### src/rtl/gtes_pkg.sv
package gtes_pkg;

   // field widths
   localparam int FUNC_W     = 2;
   localparam int THR_W      = 16;
   localparam int SEL_W      = 8;
   localparam int DRIVE_W    = 11;
   localparam int GEAR_OUT_W = 2;
   localparam int CNT_W      = 3;
   localparam int EXPO_W     = 7;
   localparam int LIMIT_W    = 10;
   localparam int MAG_W      = 10;
   localparam int SUM_W      = 17;

   // packed gear tables
   localparam int TABLE_GEARS   = 4;
   localparam int EXPO_TABLE_W  = TABLE_GEARS * EXPO_W;
   localparam int LIMIT_TABLE_W = TABLE_GEARS * LIMIT_W;
   localparam logic [LIMIT_TABLE_W-1:0] LIMIT_TABLE_RESET = 40'd1074791425000;

   // configuration port
   localparam int CSR_IDX_W  = 2;
   localparam int CSR_DATA_W = LIMIT_TABLE_W;
   localparam logic [CSR_IDX_W-1:0] CSR_GEAR_COUNT  = 2'd0;
   localparam logic [CSR_IDX_W-1:0] CSR_EXPO_TABLE  = 2'd1;
   localparam logic [CSR_IDX_W-1:0] CSR_LIMIT_TABLE = 2'd2;

   // command codes
   localparam logic [FUNC_W-1:0] FUNC_APPLY = 2'd0;
   localparam logic [FUNC_W-1:0] FUNC_UP    = 2'd1;
   localparam logic [FUNC_W-1:0] FUNC_DOWN  = 2'd2;
   localparam logic [FUNC_W-1:0] FUNC_SET   = 2'd3;

   // throttle range and table saturation points
   localparam logic signed [THR_W-1:0] THR_HI = 16'sd1000;
   localparam logic signed [THR_W-1:0] THR_LO = -16'sd1000;
   localparam logic signed [DRIVE_W-1:0] DRIVE_HI = 11'sd1000;
   localparam logic signed [DRIVE_W-1:0] DRIVE_LO = -11'sd1000;
   localparam logic [EXPO_W-1:0]  EXPO_FULL  = 7'd100;
   localparam logic [LIMIT_W-1:0] LIMIT_FULL = 10'd1000;

   // shared multiplier and exact reciprocals: floor(n/d) = (n*R) >> S
   localparam int MUL_A_W = 30;
   localparam int MUL_B_W = 31;
   localparam int MUL_P_W = MUL_A_W + MUL_B_W;
   localparam logic [MUL_B_W-1:0] RECIP_1E6 = 31'd1125899907;
   localparam int SHIFT_1E6 = 50;
   localparam logic [MUL_B_W-1:0] RECIP_100 = 31'd167773;
   localparam int SHIFT_100 = 24;
   localparam logic [MUL_B_W-1:0] RECIP_1E3 = 31'd1073742;
   localparam int SHIFT_1E3 = 30;

   typedef struct packed {
      logic [FUNC_W-1:0]       func;
      logic signed [THR_W-1:0] throttle;
      logic [SEL_W-1:0]        gear_select;
   } req_type;

   typedef struct packed {
      logic signed [DRIVE_W-1:0] drive;
      logic [GEAR_OUT_W-1:0]     gear_now;
   } rsp_type;

   // expo of one gear, saturated; gears past the table get zero
   function automatic logic [EXPO_W-1:0] gear_expo(
      input logic [EXPO_TABLE_W-1:0] tbl,
      input logic [CNT_W-1:0]        g
   );
      logic [EXPO_W-1:0] e;
      if (g < CNT_W'(TABLE_GEARS)) begin
         e = tbl[g[1:0]*EXPO_W +: EXPO_W];
      end else begin
         e = '0;
      end
      if (e > EXPO_FULL) begin
         e = EXPO_FULL;
      end
      return e;
   endfunction

   // output limit of one gear, saturated; gears past the table get full scale
   function automatic logic [LIMIT_W-1:0] gear_limit(
      input logic [LIMIT_TABLE_W-1:0] tbl,
      input logic [CNT_W-1:0]         g
   );
      logic [LIMIT_W-1:0] l;
      if (g < CNT_W'(TABLE_GEARS)) begin
         l = tbl[g[1:0]*LIMIT_W +: LIMIT_W];
      end else begin
         l = LIMIT_FULL;
      end
      if (l > LIMIT_FULL) begin
         l = LIMIT_FULL;
      end
      return l;
   endfunction

endpackage

### src/rtl/geared_throttle_expo_shaper.sv
// Geared throttle expo shaper. Each request beat carries one command: apply a
// throttle, shift up, shift down or set the gear; each produces exactly one
// response beat with the shaped drive (zero for gear commands) and the gear in
// effect afterwards. Apply clamps the throttle to -1000..1000, passes zero and
// negative values through, and shapes positive values with the current gear's
// expo curve scaled by its output limit, all with truncating division. Gear
// changes saturate at the ends of the range set by gear_count. A positive apply
// runs its steps through a single registered 30x31 multiplier that also performs
// the divisions by reciprocal; every other command goes straight to the output
// load. One command is in flight at a time and the request side is ready again
// the cycle after the response is loaded; loading waits while a previous
// response still sits untaken in the output register, and a finished response
// may wait there while the next request is taken.
// The configuration port (index 0 gear_count, 1 expo table, 2 limit table) is
// always ready and should be written while idle.
module geared_throttle_expo_shaper #(
   parameter int MAX_GEARS = 4
) (
   input  logic                               clock,
   input  logic                               reset,
   input  logic                               req_valid,
   output logic                               req_ready,
   input  gtes_pkg::req_type                  req_data,
   output logic                               rsp_valid,
   input  logic                               rsp_ready,
   output gtes_pkg::rsp_type                  rsp_data,
   input  logic                               csr_valid,
   output logic                               csr_ready,
   input  logic [gtes_pkg::CSR_IDX_W-1:0]     csr_index,
   input  logic [gtes_pkg::CSR_DATA_W-1:0]    csr_data
);
   import gtes_pkg::*;

   localparam int GEAR_W = (MAX_GEARS > 1) ? $clog2(MAX_GEARS) : 1;
   localparam logic [CNT_W-1:0] MAX_COUNT = CNT_W'(MAX_GEARS);

   localparam int ST_W = 2;
   localparam logic [ST_W-1:0] ST_IDLE = 2'd0;
   localparam logic [ST_W-1:0] ST_CALC = 2'd1;
   localparam logic [ST_W-1:0] ST_LOAD = 2'd2;

   logic [ST_W-1:0]          state_ff, state_in;
   logic [CNT_W-1:0]         gear_count_ff, gear_count_in;
   logic [EXPO_TABLE_W-1:0]  expo_table_ff, expo_table_in;
   logic [LIMIT_TABLE_W-1:0] limit_table_ff, limit_table_in;
   logic [GEAR_W-1:0]        current_gear_ff, current_gear_in;
   rsp_type                  res_ff, res_in;
   rsp_type                  rsp_ff, rsp_in;
   logic                     rsp_valid_ff, rsp_valid_in;

   logic                     req_fire;
   logic                     csr_fire;
   logic signed [DRIVE_W-1:0] thr_clamp;
   logic                     thr_pos;
   logic [CNT_W-1:0]         count_raw;
   logic [CNT_W-1:0]         count_sat;
   logic                     seq_start;
   logic                     seq_done;
   logic [MAG_W-1:0]         seq_drive;

   assign req_fire  = req_valid && req_ready;
   assign csr_fire  = csr_valid && csr_ready;
   assign req_ready = (state_ff == ST_IDLE);
   assign csr_ready = 1'b1;
   assign rsp_valid = rsp_valid_ff;
   assign rsp_data  = rsp_ff;

   // clamp the throttle into -1000..1000
   always_comb begin
      if (req_data.throttle > THR_HI) begin
         thr_clamp = DRIVE_HI;
      end else if (req_data.throttle < THR_LO) begin
         thr_clamp = DRIVE_LO;
      end else begin
         thr_clamp = DRIVE_W'(req_data.throttle);
      end
      thr_pos = !thr_clamp[DRIVE_W-1] && (thr_clamp != '0);
   end

   // saturate a gear count write to 1..MAX_GEARS
   always_comb begin
      count_raw = csr_data[CNT_W-1:0];
      if (count_raw == '0) begin
         count_sat = CNT_W'(1);
      end else if (count_raw > MAX_COUNT) begin
         count_sat = MAX_COUNT;
      end else begin
         count_sat = count_raw;
      end
   end

   gtes_shape_seq u_shape_seq (
      .clock (clock),
      .reset (reset),
      .start (seq_start),
      .mag   (MAG_W'(thr_clamp)),
      .expo  (gear_expo(expo_table_ff, CNT_W'(current_gear_ff))),
      .limit (gear_limit(limit_table_ff, CNT_W'(current_gear_ff))),
      .done  (seq_done),
      .drive (seq_drive)
   );

   // command sequencer and output register
   always_comb begin
      state_in        = state_ff;
      gear_count_in   = gear_count_ff;
      expo_table_in   = expo_table_ff;
      limit_table_in  = limit_table_ff;
      current_gear_in = current_gear_ff;
      res_in          = res_ff;
      rsp_in          = rsp_ff;
      rsp_valid_in    = rsp_valid_ff;
      seq_start       = 1'b0;

      // drop the response once taken
      if (rsp_valid_ff && rsp_ready) begin
         rsp_valid_in = 1'b0;
      end

      unique case (state_ff)
         ST_IDLE: begin
            if (req_fire) begin
               res_in.drive = '0;
               state_in     = ST_LOAD;
               unique case (req_data.func)
                  FUNC_APPLY: begin
                     if (thr_pos) begin
                        seq_start = 1'b1;
                        state_in  = ST_CALC;
                     end else begin
                        res_in.drive = thr_clamp;
                     end
                  end
                  FUNC_UP: begin
                     if ((CNT_W'(current_gear_ff) + CNT_W'(1)) < gear_count_ff) begin
                        current_gear_in = current_gear_ff + GEAR_W'(1);
                     end
                  end
                  FUNC_DOWN: begin
                     if (current_gear_ff != '0) begin
                        current_gear_in = current_gear_ff - GEAR_W'(1);
                     end
                  end
                  FUNC_SET: begin
                     if (req_data.gear_select < SEL_W'(gear_count_ff)) begin
                        current_gear_in = GEAR_W'(req_data.gear_select);
                     end else begin
                        current_gear_in = GEAR_W'(gear_count_ff - CNT_W'(1));
                     end
                  end
                  default: begin
                     state_in = ST_LOAD;
                  end
               endcase
               res_in.gear_now = GEAR_OUT_W'(current_gear_in);
            end
         end
         ST_CALC: begin
            if (seq_done) begin
               res_in.drive = DRIVE_W'(seq_drive);
               state_in     = ST_LOAD;
            end
         end
         ST_LOAD: begin
            if (!rsp_valid_ff || rsp_ready) begin
               rsp_in       = res_ff;
               rsp_valid_in = 1'b1;
               state_in     = ST_IDLE;
            end
         end
         default: begin
            state_in = ST_IDLE;
         end
      endcase

      // register writes; a new gear count re-clamps the current gear
      if (csr_fire) begin
         unique case (csr_index)
            CSR_GEAR_COUNT: begin
               gear_count_in = count_sat;
               if (CNT_W'(current_gear_in) >= count_sat) begin
                  current_gear_in = GEAR_W'(count_sat - CNT_W'(1));
               end
            end
            CSR_EXPO_TABLE: begin
               expo_table_in = csr_data[EXPO_TABLE_W-1:0];
            end
            CSR_LIMIT_TABLE: begin
               limit_table_in = csr_data[LIMIT_TABLE_W-1:0];
            end
            default: begin
               gear_count_in = gear_count_in;
            end
         endcase
      end
   end

   always_ff @(posedge clock) begin
      if (reset) begin
         state_ff        <= ST_IDLE;
         gear_count_ff   <= CNT_W'(1);
         expo_table_ff   <= '0;
         limit_table_ff  <= LIMIT_TABLE_RESET;
         current_gear_ff <= '0;
         rsp_valid_ff    <= 1'b0;
      end else begin
         state_ff        <= state_in;
         gear_count_ff   <= gear_count_in;
         expo_table_ff   <= expo_table_in;
         limit_table_ff  <= limit_table_in;
         current_gear_ff <= current_gear_in;
         rsp_valid_ff    <= rsp_valid_in;
      end
      res_ff <= res_in;
      rsp_ff <= rsp_in;
   end

`ifndef SYNTHESIS
   // current gear always lies below the gear count
   a_gear_in_range: assert property (@(posedge clock) disable iff (reset)
      CNT_W'(current_gear_ff) < gear_count_ff)
      else $error("current gear beyond gear count");

   // gear count stays within 1..MAX_GEARS
   a_count_in_range: assert property (@(posedge clock) disable iff (reset)
      (gear_count_ff != '0) && (gear_count_ff <= MAX_COUNT))
      else $error("gear count out of range");

   // every delivered drive lies within -1000..1000
   a_drive_in_range: assert property (@(posedge clock) disable iff (reset)
      rsp_valid_ff |-> ((rsp_ff.drive <= DRIVE_HI) && (rsp_ff.drive >= DRIVE_LO)))
      else $error("response drive out of range");
`endif

endmodule

### src/rtl/gtes_mul.sv
module gtes_mul #(
   parameter int A_W = 30,
   parameter int B_W = 31
) (
   input  logic               clock,
   input  logic [A_W-1:0]     a,
   input  logic [B_W-1:0]     b,
   output logic [A_W+B_W-1:0] prod
);

   logic [A_W+B_W-1:0] prod_ff;
   logic [A_W+B_W-1:0] prod_in;

   // multiply, product registered
   assign prod_in = (A_W+B_W)'(a) * (A_W+B_W)'(b);

   always_ff @(posedge clock) begin
      prod_ff <= prod_in;
   end

   assign prod = prod_ff;

endmodule

### src/rtl/gtes_shape_seq.sv
module gtes_shape_seq (
   input  logic                          clock,
   input  logic                          reset,
   input  logic                          start,
   input  logic [gtes_pkg::MAG_W-1:0]    mag,
   input  logic [gtes_pkg::EXPO_W-1:0]   expo,
   input  logic [gtes_pkg::LIMIT_W-1:0]  limit,
   output logic                          done,
   output logic [gtes_pkg::MAG_W-1:0]    drive
);
   import gtes_pkg::*;

   localparam int STEP_W = 4;
   localparam logic [STEP_W-1:0] STEP_SQUARE = 4'd0;
   localparam logic [STEP_W-1:0] STEP_CUBE   = 4'd1;
   localparam logic [STEP_W-1:0] STEP_DIV6   = 4'd2;
   localparam logic [STEP_W-1:0] STEP_EXPO   = 4'd3;
   localparam logic [STEP_W-1:0] STEP_LIN    = 4'd4;
   localparam logic [STEP_W-1:0] STEP_DIV2   = 4'd5;
   localparam logic [STEP_W-1:0] STEP_SCALE  = 4'd6;
   localparam logic [STEP_W-1:0] STEP_DIV3   = 4'd7;
   localparam logic [STEP_W-1:0] STEP_DONE   = 4'd8;

   logic                running_ff, running_in;
   logic [STEP_W-1:0]   step_ff, step_in;
   logic [MAG_W-1:0]    x_ff, x_in;
   logic [EXPO_W-1:0]   expo_ff, expo_in;
   logic [LIMIT_W-1:0]  limit_ff, limit_in;
   logic [SUM_W-1:0]    t1_ff, t1_in;
   logic [MUL_A_W-1:0]  mul_a;
   logic [MUL_B_W-1:0]  mul_b;
   logic [MUL_P_W-1:0]  prod;

   gtes_mul #(
      .A_W (MUL_A_W),
      .B_W (MUL_B_W)
   ) u_mul (
      .clock (clock),
      .a     (mul_a),
      .b     (mul_b),
      .prod  (prod)
   );

   // pick operands for this step; prod holds the previous step's product
   always_comb begin
      mul_a = '0;
      mul_b = '0;
      unique case (step_ff)
         STEP_SQUARE: begin
            mul_a = MUL_A_W'(x_ff);
            mul_b = MUL_B_W'(x_ff);
         end
         STEP_CUBE: begin
            mul_a = MUL_A_W'(prod[2*MAG_W-1:0]);
            mul_b = MUL_B_W'(x_ff);
         end
         STEP_DIV6: begin
            mul_a = prod[MUL_A_W-1:0];
            mul_b = RECIP_1E6;
         end
         STEP_EXPO: begin
            mul_a = MUL_A_W'(expo_ff);
            mul_b = MUL_B_W'(prod[SHIFT_1E6 +: MAG_W]);
         end
         STEP_LIN: begin
            mul_a = MUL_A_W'(EXPO_FULL - expo_ff);
            mul_b = MUL_B_W'(x_ff);
         end
         STEP_DIV2: begin
            mul_a = MUL_A_W'(SUM_W'(t1_ff + prod[SUM_W-1:0]));
            mul_b = RECIP_100;
         end
         STEP_SCALE: begin
            mul_a = MUL_A_W'(prod[SHIFT_100 +: MAG_W]);
            mul_b = MUL_B_W'(limit_ff);
         end
         STEP_DIV3: begin
            mul_a = MUL_A_W'(prod[2*MAG_W-1:0]);
            mul_b = RECIP_1E3;
         end
         default: begin
            mul_a = '0;
            mul_b = '0;
         end
      endcase
   end

   // advance the step counter, hold operands of the item
   always_comb begin
      running_in = running_ff;
      step_in    = step_ff;
      x_in       = x_ff;
      expo_in    = expo_ff;
      limit_in   = limit_ff;
      t1_in      = t1_ff;
      if (start) begin
         running_in = 1'b1;
         step_in    = STEP_SQUARE;
         x_in       = mag;
         expo_in    = expo;
         limit_in   = limit;
      end else if (running_ff) begin
         if (step_ff == STEP_DONE) begin
            running_in = 1'b0;
         end else begin
            step_in = step_ff + STEP_W'(1);
         end
      end
      // keep expo * (x^3 / 1e6) while the linear term is formed
      if (running_ff && (step_ff == STEP_LIN)) begin
         t1_in = prod[SUM_W-1:0];
      end
   end

   always_ff @(posedge clock) begin
      if (reset) begin
         running_ff <= 1'b0;
         step_ff    <= STEP_SQUARE;
      end else begin
         running_ff <= running_in;
         step_ff    <= step_in;
      end
      x_ff     <= x_in;
      expo_ff  <= expo_in;
      limit_ff <= limit_in;
      t1_ff    <= t1_in;
   end

   assign done  = running_ff && (step_ff == STEP_DONE);
   assign drive = prod[SHIFT_1E3 +: MAG_W];

`ifndef SYNTHESIS
   // scaled result never exceeds the gear's limit
   a_drive_within_limit: assert property (@(posedge clock) disable iff (reset)
      done |-> (drive <= limit_ff))
      else $error("shaped drive exceeds gear limit");
`endif

endmodule

### config.mk
export PLATFORM = sky130hd
export DESIGN_NAME = geared_throttle_expo_shaper
export DESIGN_NICKNAME = d
export VERILOG_FILES = /design/src/rtl/gtes_pkg.sv /design/src/rtl/geared_throttle_expo_shaper.sv /design/src/rtl/gtes_mul.sv /design/src/rtl/gtes_shape_seq.sv
export SDC_FILE = /design/constraint.sdc
export NUM_CORES = 2
export LEC_CHECK = 0
export ABC_AREA = 0
export BUFFER_PORTS_ARGS = -buffer_cell sky130_fd_sc_hd__buf_2
export CORE_ASPECT_RATIO = 0.5
export CORE_MARGIN = 4
export CORE_UTILIZATION = 50
export DETAILED_ROUTE_END_ITERATION = 8
export PLACE_DENSITY_LB_ADDON = 0.08
export REMOVE_ABC_BUFFERS = 1
export SETUP_SLACK_MARGIN = 0.5
export SLEW_MARGIN = 20
export SYNTH_ARGS = -nofsm -noshare
export SYNTH_HDL_FRONTEND = slang
export SYNTH_SLANG_ARGS = --single-unit
### constraint.sdc
create_clock -name clock -period 25.6 [get_ports clock]
set_input_delay 1.28 -clock clock [delete_from_list [all_inputs] [get_ports clock]]
set_output_delay 1.28 -clock clock [all_outputs]
set_load 0.1 [all_outputs]
# Yosys cells after proc, flatten, opt, wreduce, memory -nomap -nowiden
# Index checks and enable logic that the tools add are counted.
# classes
addsub	8
multipliers	3
magnitude_cmp	8
n_eq_ne	18
shifts	2
n_mux	36
n_bitwise	1
n_reduce_logical	27
# op_table
cell	n
$pmux W30 S7	1
$pmux W31 S6	1
$mul A30 B31 Y60	1
$mux W11	5
$shiftx A40 B7 Y10	1
$shiftx A28 B6 Y7	1
$mux W2	13
$pmux W11 S2	1
$add A17 B17 Y17	1
$eq A4 B3 Y1 const B	4
$gt A16 B11 Y1 const B	1
$lt A16 B11 Y1 const B	1
$mux W13	1
$pmux W2 S3	2
$reduce_and A2 Y1	6
$reduce_bool A11 Y1	1
$gt A10 B10 Y1 const B	1
$mul A2 B3 Y5 const B	2
$mux W1	10
$eq A2 B2 Y1 const B	4
$eq A4 B2 Y1 const B	2
$lt A8 B3 Y1	1
$sub A7 B7 Y8 const A	1
$gt A7 B7 Y1 const B	1
other kinds (24)	40
# word_totals
regBits	211
in_bits	73
out_inout_bits	16
wordCells	120

# Depth between registers and ports, before layout
# logic_depth
word_depth	10
mapped_depth	36
depth_no_buf	35

# Cells and area by module
# From an unflattened synthesis, not the netlist that was laid out.
# hier_totals
hier_cells	4362
hier_area_um2	39964.6
# by_module_without_submodules
module	n_inst	cells_each	area_per_inst_um2	seq_area_each_um2
gtes_mul	1	3516	31901.8	1221.2
geared_throttle_expo_shaper	1	511	4760.8	2302.2
gtes_shape_seq	1	335	3301.9	1421.4

# Least setup slack after synthesis
# OpenSTA, ideal clock, no wires.
# synth_timing
kind	reg2reg
startpoint	register u_shape_seq.t1_ff[0]
endpoint	register u_shape_seq.u_mul.prod_ff[55], in the netlist u_shape_seq.u_mul.prod[55]
setup_ps	124
arrival_ps	8246
required_time_ps	25476
setup_slack_ps	17229
stages_incl_launch_ff	34
path_buffers	1
period_less_slack_ps	8371
cell_sequence	edfxtp_1 ha_1 fa_1 a21oi_1 o21ai_4 a21o_1 a21oi_1 xnor2_1 a221oi_2 buf_2 nor2_1 fa_1 inv_1 fa_1 fa_1 inv_1 fa_1 inv_1 fa_1 inv_1 fa_1 fa_1 inv_1 fa_1 inv_1 ha_1 a21oi_1 o211ai_1 nand2_1 a21oi_1 a211oi_1 o21ai_1 a311oi_1 nor2_1
# synth_via
elab_chain_len	3
# synth_rtl
element	line	source
from (decl)	gtes_shape_seq.sv:29	logic [SUM_W-1:0] t1_ff, t1_in;
from (signal assigned)	gtes_shape_seq.sv:126	t1_ff <= t1_in;
$add A17 B17 Y17	gtes_shape_seq.sv:70	mul_a = MUL_A_W'(SUM_W'(t1_ff + prod[SUM_W-1:0]));
$pmux W30 S7	gtes_shape_seq.sv:48	unique case (step_ff)
$mul A30 B31 Y60	gtes_mul.sv:15	assign prod_in = (A_W+B_W)'(a) * (A_W+B_W)'(b);
net u_shape_seq.u_mul.prod_in[55]	gtes_mul.sv:12	logic [A_W+B_W-1:0] prod_in;
to (signal assigned)	gtes_mul.sv:18	prod_ff <= prod_in;
to (decl)	gtes_mul.sv:11	logic [A_W+B_W-1:0] prod_ff;
# The timed path passes the listed nets, and every way through them passes these cells.
# A chain may end at the register's enable or synchronous reset.

# Worst setup path after layout
# layout_timing
startpoint	register u_shape_seq.step_ff[2]
endpoint	register u_shape_seq.u_mul.prod_ff[55], in the netlist u_shape_seq.u_mul.prod[55]
# layout_via
elab_chain_len	4
elab_cells_between_ends	13
classes_between	mul (1); eq/ne (7); mux (2); reduce/logical (3)
# layout_rtl
element	line	source
from (decl)	gtes_shape_seq.sv:25	logic [STEP_W-1:0] step_ff, step_in;
from (signal assigned)	gtes_shape_seq.sv:121	step_ff <= step_in;
$eq A4 B1 Y1, or another cell as far along	gtes_shape_seq.sv:48	
$reduce_or A3 Y1 (no source line) / $reduce_or A2 Y1 (equally long branches)	n/a	
$pmux W31 S6 / $pmux W30 S7 (equally long branches)	gtes_shape_seq.sv:48	
$mul A30 B31 Y60 *	gtes_mul.sv:15	
net u_shape_seq.u_mul.prod_in[55]	gtes_mul.sv:12	
# The timed path passes the listed nets; every way through them passes the cells marked *.

==> flow_summary_export.csv <==
group,metric,value,unit
logic_synthesis,synth_edf_count,70,
clocking,root_buffer,"clkbuf_16",
timing,finalSetupTns,0,ns
route,wl,99.3,mm
logic_synthesis,yosysWarnings,0,
critical_path,rr_startpoint,"u_shape_seq.step_ff[2]",
placed_design,place_hpwl,82.6,mm
critical_path,rr_worst_depth,31,
clocking,htreeDepth,1,
hold_path,hp-start,"res_ff[2]",
logic_synthesis,syn_avg_cell_area,9.31,um2
critical_path,max_stage_delay,0.83,ns
floorplan,dieArea,0.0678,mm2
timing,hold_viol_final,0,
route,drc,0,
global_routing,grt_pass1_vias,24400,
critical_path,cp-start-kind,"register",
logic_synthesis,netlist_area,0.0317,mm2
clocking,cts_buffers,19,
run_status,outcome,"finished clean",
floorplan,pin_count,89,
pwr,pwr-share-seq,0.331,
clocking,postCtsSetupBuffers,0,
critical_path,crit_buf_inv,7,
critical_path,required,25.99,ns
floorplan,rows,64,
route,wl_met1,46.7,mm
critical_path,crit_type,"register to register",
floorplan,initial_core_util,0.512,
route,dr_wl_met3,8.99,mm
timing,fin_hold_ws,0.422,ns
timing,max_freq,91.8,MHz
clocking,cts.repair.resized,0,
clocking,holdBufCountCts,0,
critical_path,cp_slowest_cell,"nor2_1",
logic_synthesis,ys_types,80,
layout,layout_common_cells,"inv_1, fa_1, nand2_1, ha_1, nor2_1",
critical_path,reg2reg_slack,14.71,ns
critical_path,cp_common_cell,"fa_1",
route,first_iter_violations,1981,
placed_design,io_buffers,87,
clocking,clock-sinks,201,
global_routing,grt_pass1_wl,152,mm
clocking,cts_tree,"done",
pwr,ir_drop,0.0506,mV
route,highest_layer,"met5",
placed_design,dp_cells,4258,
logic_synthesis,synth_cells,3408,
timing,fin_crit_sh,0.425,
pwr,p_leak,17.3,nW
pwr,p_per_area,34.6,mW/mm2
clocking,clk-insertion-delay-late,0.52,ns
layout,final_common_cell,"inv_1",
timing,setup-violations-final,0,
route,wl_per_cell,23.1,um
critical_path,crit_path_max_fanout,28,
timing,final-max-slew-violation-count,0,
global_routing,track_usage,0.302,
layout,layout.cells.non_filler,4294,
placed_design,gp_congestion,0.964,
pwr,p_int,0.691,mW
pwr,swShare,0.408,
hold_path,whs_endpoint,"rsp_data[2]",
pwr,power.switching,0.476,mW
floorplan,core_area,0.0620,mm2
hold_path,hold_class,"register to register",
layout,final_layout_size_suffix_gt1_frac,0.0663,
timing,rsz0062_at_grt,"no",
route,first_pass_iters,8,
global_routing,grt_max_degree,79,
layout,layout-area-overhead-vs-synth,6.29,%
route,vias,23900,
layout,fillerInstances,5865,
critical_path,r2r-end,"u_shape_seq.u_mul.prod[55]",
pwr,combPwrFrac,0.432,
logic_synthesis,ys_ff_latch,201,
clocking,clk_pin_slew,0.07,ns
logic_synthesis,async_reset_ff_frac,0,
pwr,clkPwrFrac,0.236,
global_routing,globalRoute.totalOverflow,0,
timing,relSlewSlack,0.240,
route,ant_nets,0,
timing,period_needed,10.89,ns
clocking,max-clock-path-buffers,3,
route,vias_per_cell,5.57,
critical_path,cp.arrival,11.28,ns
hold_path,holdPathStages,0,
critical_path,end_kind,"register",
route,dr_wl_met2,41.2,mm
layout,fin_nets,4468,
timing,clock_skew,0.0165,ns
critical_path,cp_top_family,"adder cells",
timing,worst_slew_pin_slew,1.14,ns
floorplan,die_x,364,um
floorplan,die_y,186,um
logic_synthesis,ys_seq_area_frac,0.149,
global_routing,antenna_found_initial,3,
flow_run,drv_cap,0,
logic_synthesis,synth_flop_cell,"dfxtp_1",
## through the flow
stage / instance area, um2 / worst slack [ns] / util / power (mW)
floorplan: 31300 / 16.88 / - / 0.737
detailed placement: 33100 / 15.15 / 0.535 / 0.883
CTS: 33700 / 15.15 / 0.544 / 1.17
global placement: 33100 / 14.77 / 0.534 / 0.884
finish: 33700 / 14.71 / 0.544 / 1.17
global route: 33700 / 14.43 / 0.544 / 1.25
## metal layers
layer	vias up	GRT usage
li1	10700	-
met1	12200	0.463
met2	851	0.442
met3	128	0.0638
met4	4	0.0635
met5	-	0
## power by group through the flow
stage,sequential [mW],clock [mW],combinational [mW]
2_1_floorplan,0.390,0,0.348
3_3_place_gp,0.392,0,0.492
3_5_place_dp,0.392,0,0.491
4_1_cts,0.385,0.280,0.501
5_1_grt,0.388,0.294,0.564
6_report,0.387,0.276,0.505
## logic make-up after synthesis
logic type                 Yosys count  share of synthesized area
AOI/OAI and AO/OA                  402                     0.0844
xor gates and xnor gates            65                     0.0182
adders and majority gates          940                      0.505
buffers and inverters              867                      0.104
DFF                                201                      0.149
muxes                               22                     0.0137
other                                1                   0.000118
and+or+nand+nor                    910                      0.125
## cells in the mapped netlist (all sizes together) (25+ instances only)
| library cell | n | share of area |
|---|---|---|
| nand3b | 27 | 0.0064 |
| buf | 49 | 0.0076 |
| a21oi | 157 | 0.025 |
| ha | 370 | 0.15 |
| clkbuf | 61 | 0.0072 |
| o21ai | 73 | 0.012 |
| edfxtp | 70 | 0.066 |
| inv | 757 | 0.090 |
| nor2 | 234 | 0.028 |
| fa | 570 | 0.36 |
| and2 | 25 | 0.0049 |
| xnor2 | 47 | 0.013 |
| dfxtp | 131 | 0.083 |
| a21o | 35 | 0.0083 |
| nand2 | 470 | 0.056 |
## area by class of cell
type / instances / area (um2) / share of cell area
Tap cell: 825 / 1030 / 0.0306
Inverter: 757 / 2840 / 0.0842
Sequential cell: 201 / 4720 / 0.140
Timing Repair Buffer: 136 / 811 / 0.0240
Clock buffer: 21 / 493 / 0.0146
Multi-Input combinational cell: 2340 / 23700 / 0.704
Clock inverter: 13 / 85.1 / 0.00252
Antenna cell: 1 / 2.50 / 0.0000742
## registers in the layout, summed over array words and instances, names as in the netlist, 10 cells and up
name / count
u_shape_seq.x_ff: 10
rsp_data: 13
expo_table_ff: 28
u_shape_seq.t1_ff: 17
res_ff: 13
u_shape_seq.limit_ff: 10
limit_table_ff: 40
u_shape_seq.u_mul.prod: 50
## worst max path at each step
stage                                 startpoint                         end  slack [ns]  cells past startpoint
after floorplan             u_shape_seq.t1_ff[1]  u_shape_seq.u_mul.prod[55]       16.88                     32
after global placement    u_shape_seq.step_ff[2]  u_shape_seq.u_mul.prod[55]       14.77                     31
after detailed placement  u_shape_seq.step_ff[2]  u_shape_seq.u_mul.prod[55]       15.15                     31
after CTS                 u_shape_seq.step_ff[2]  u_shape_seq.u_mul.prod[55]       15.15                     31
after global routing      u_shape_seq.step_ff[2]  u_shape_seq.u_mul.prod[55]       14.43                     31
final                     u_shape_seq.step_ff[2]  u_shape_seq.u_mul.prod[55]       14.71                     31
Power figures use the tool's default switching activity.
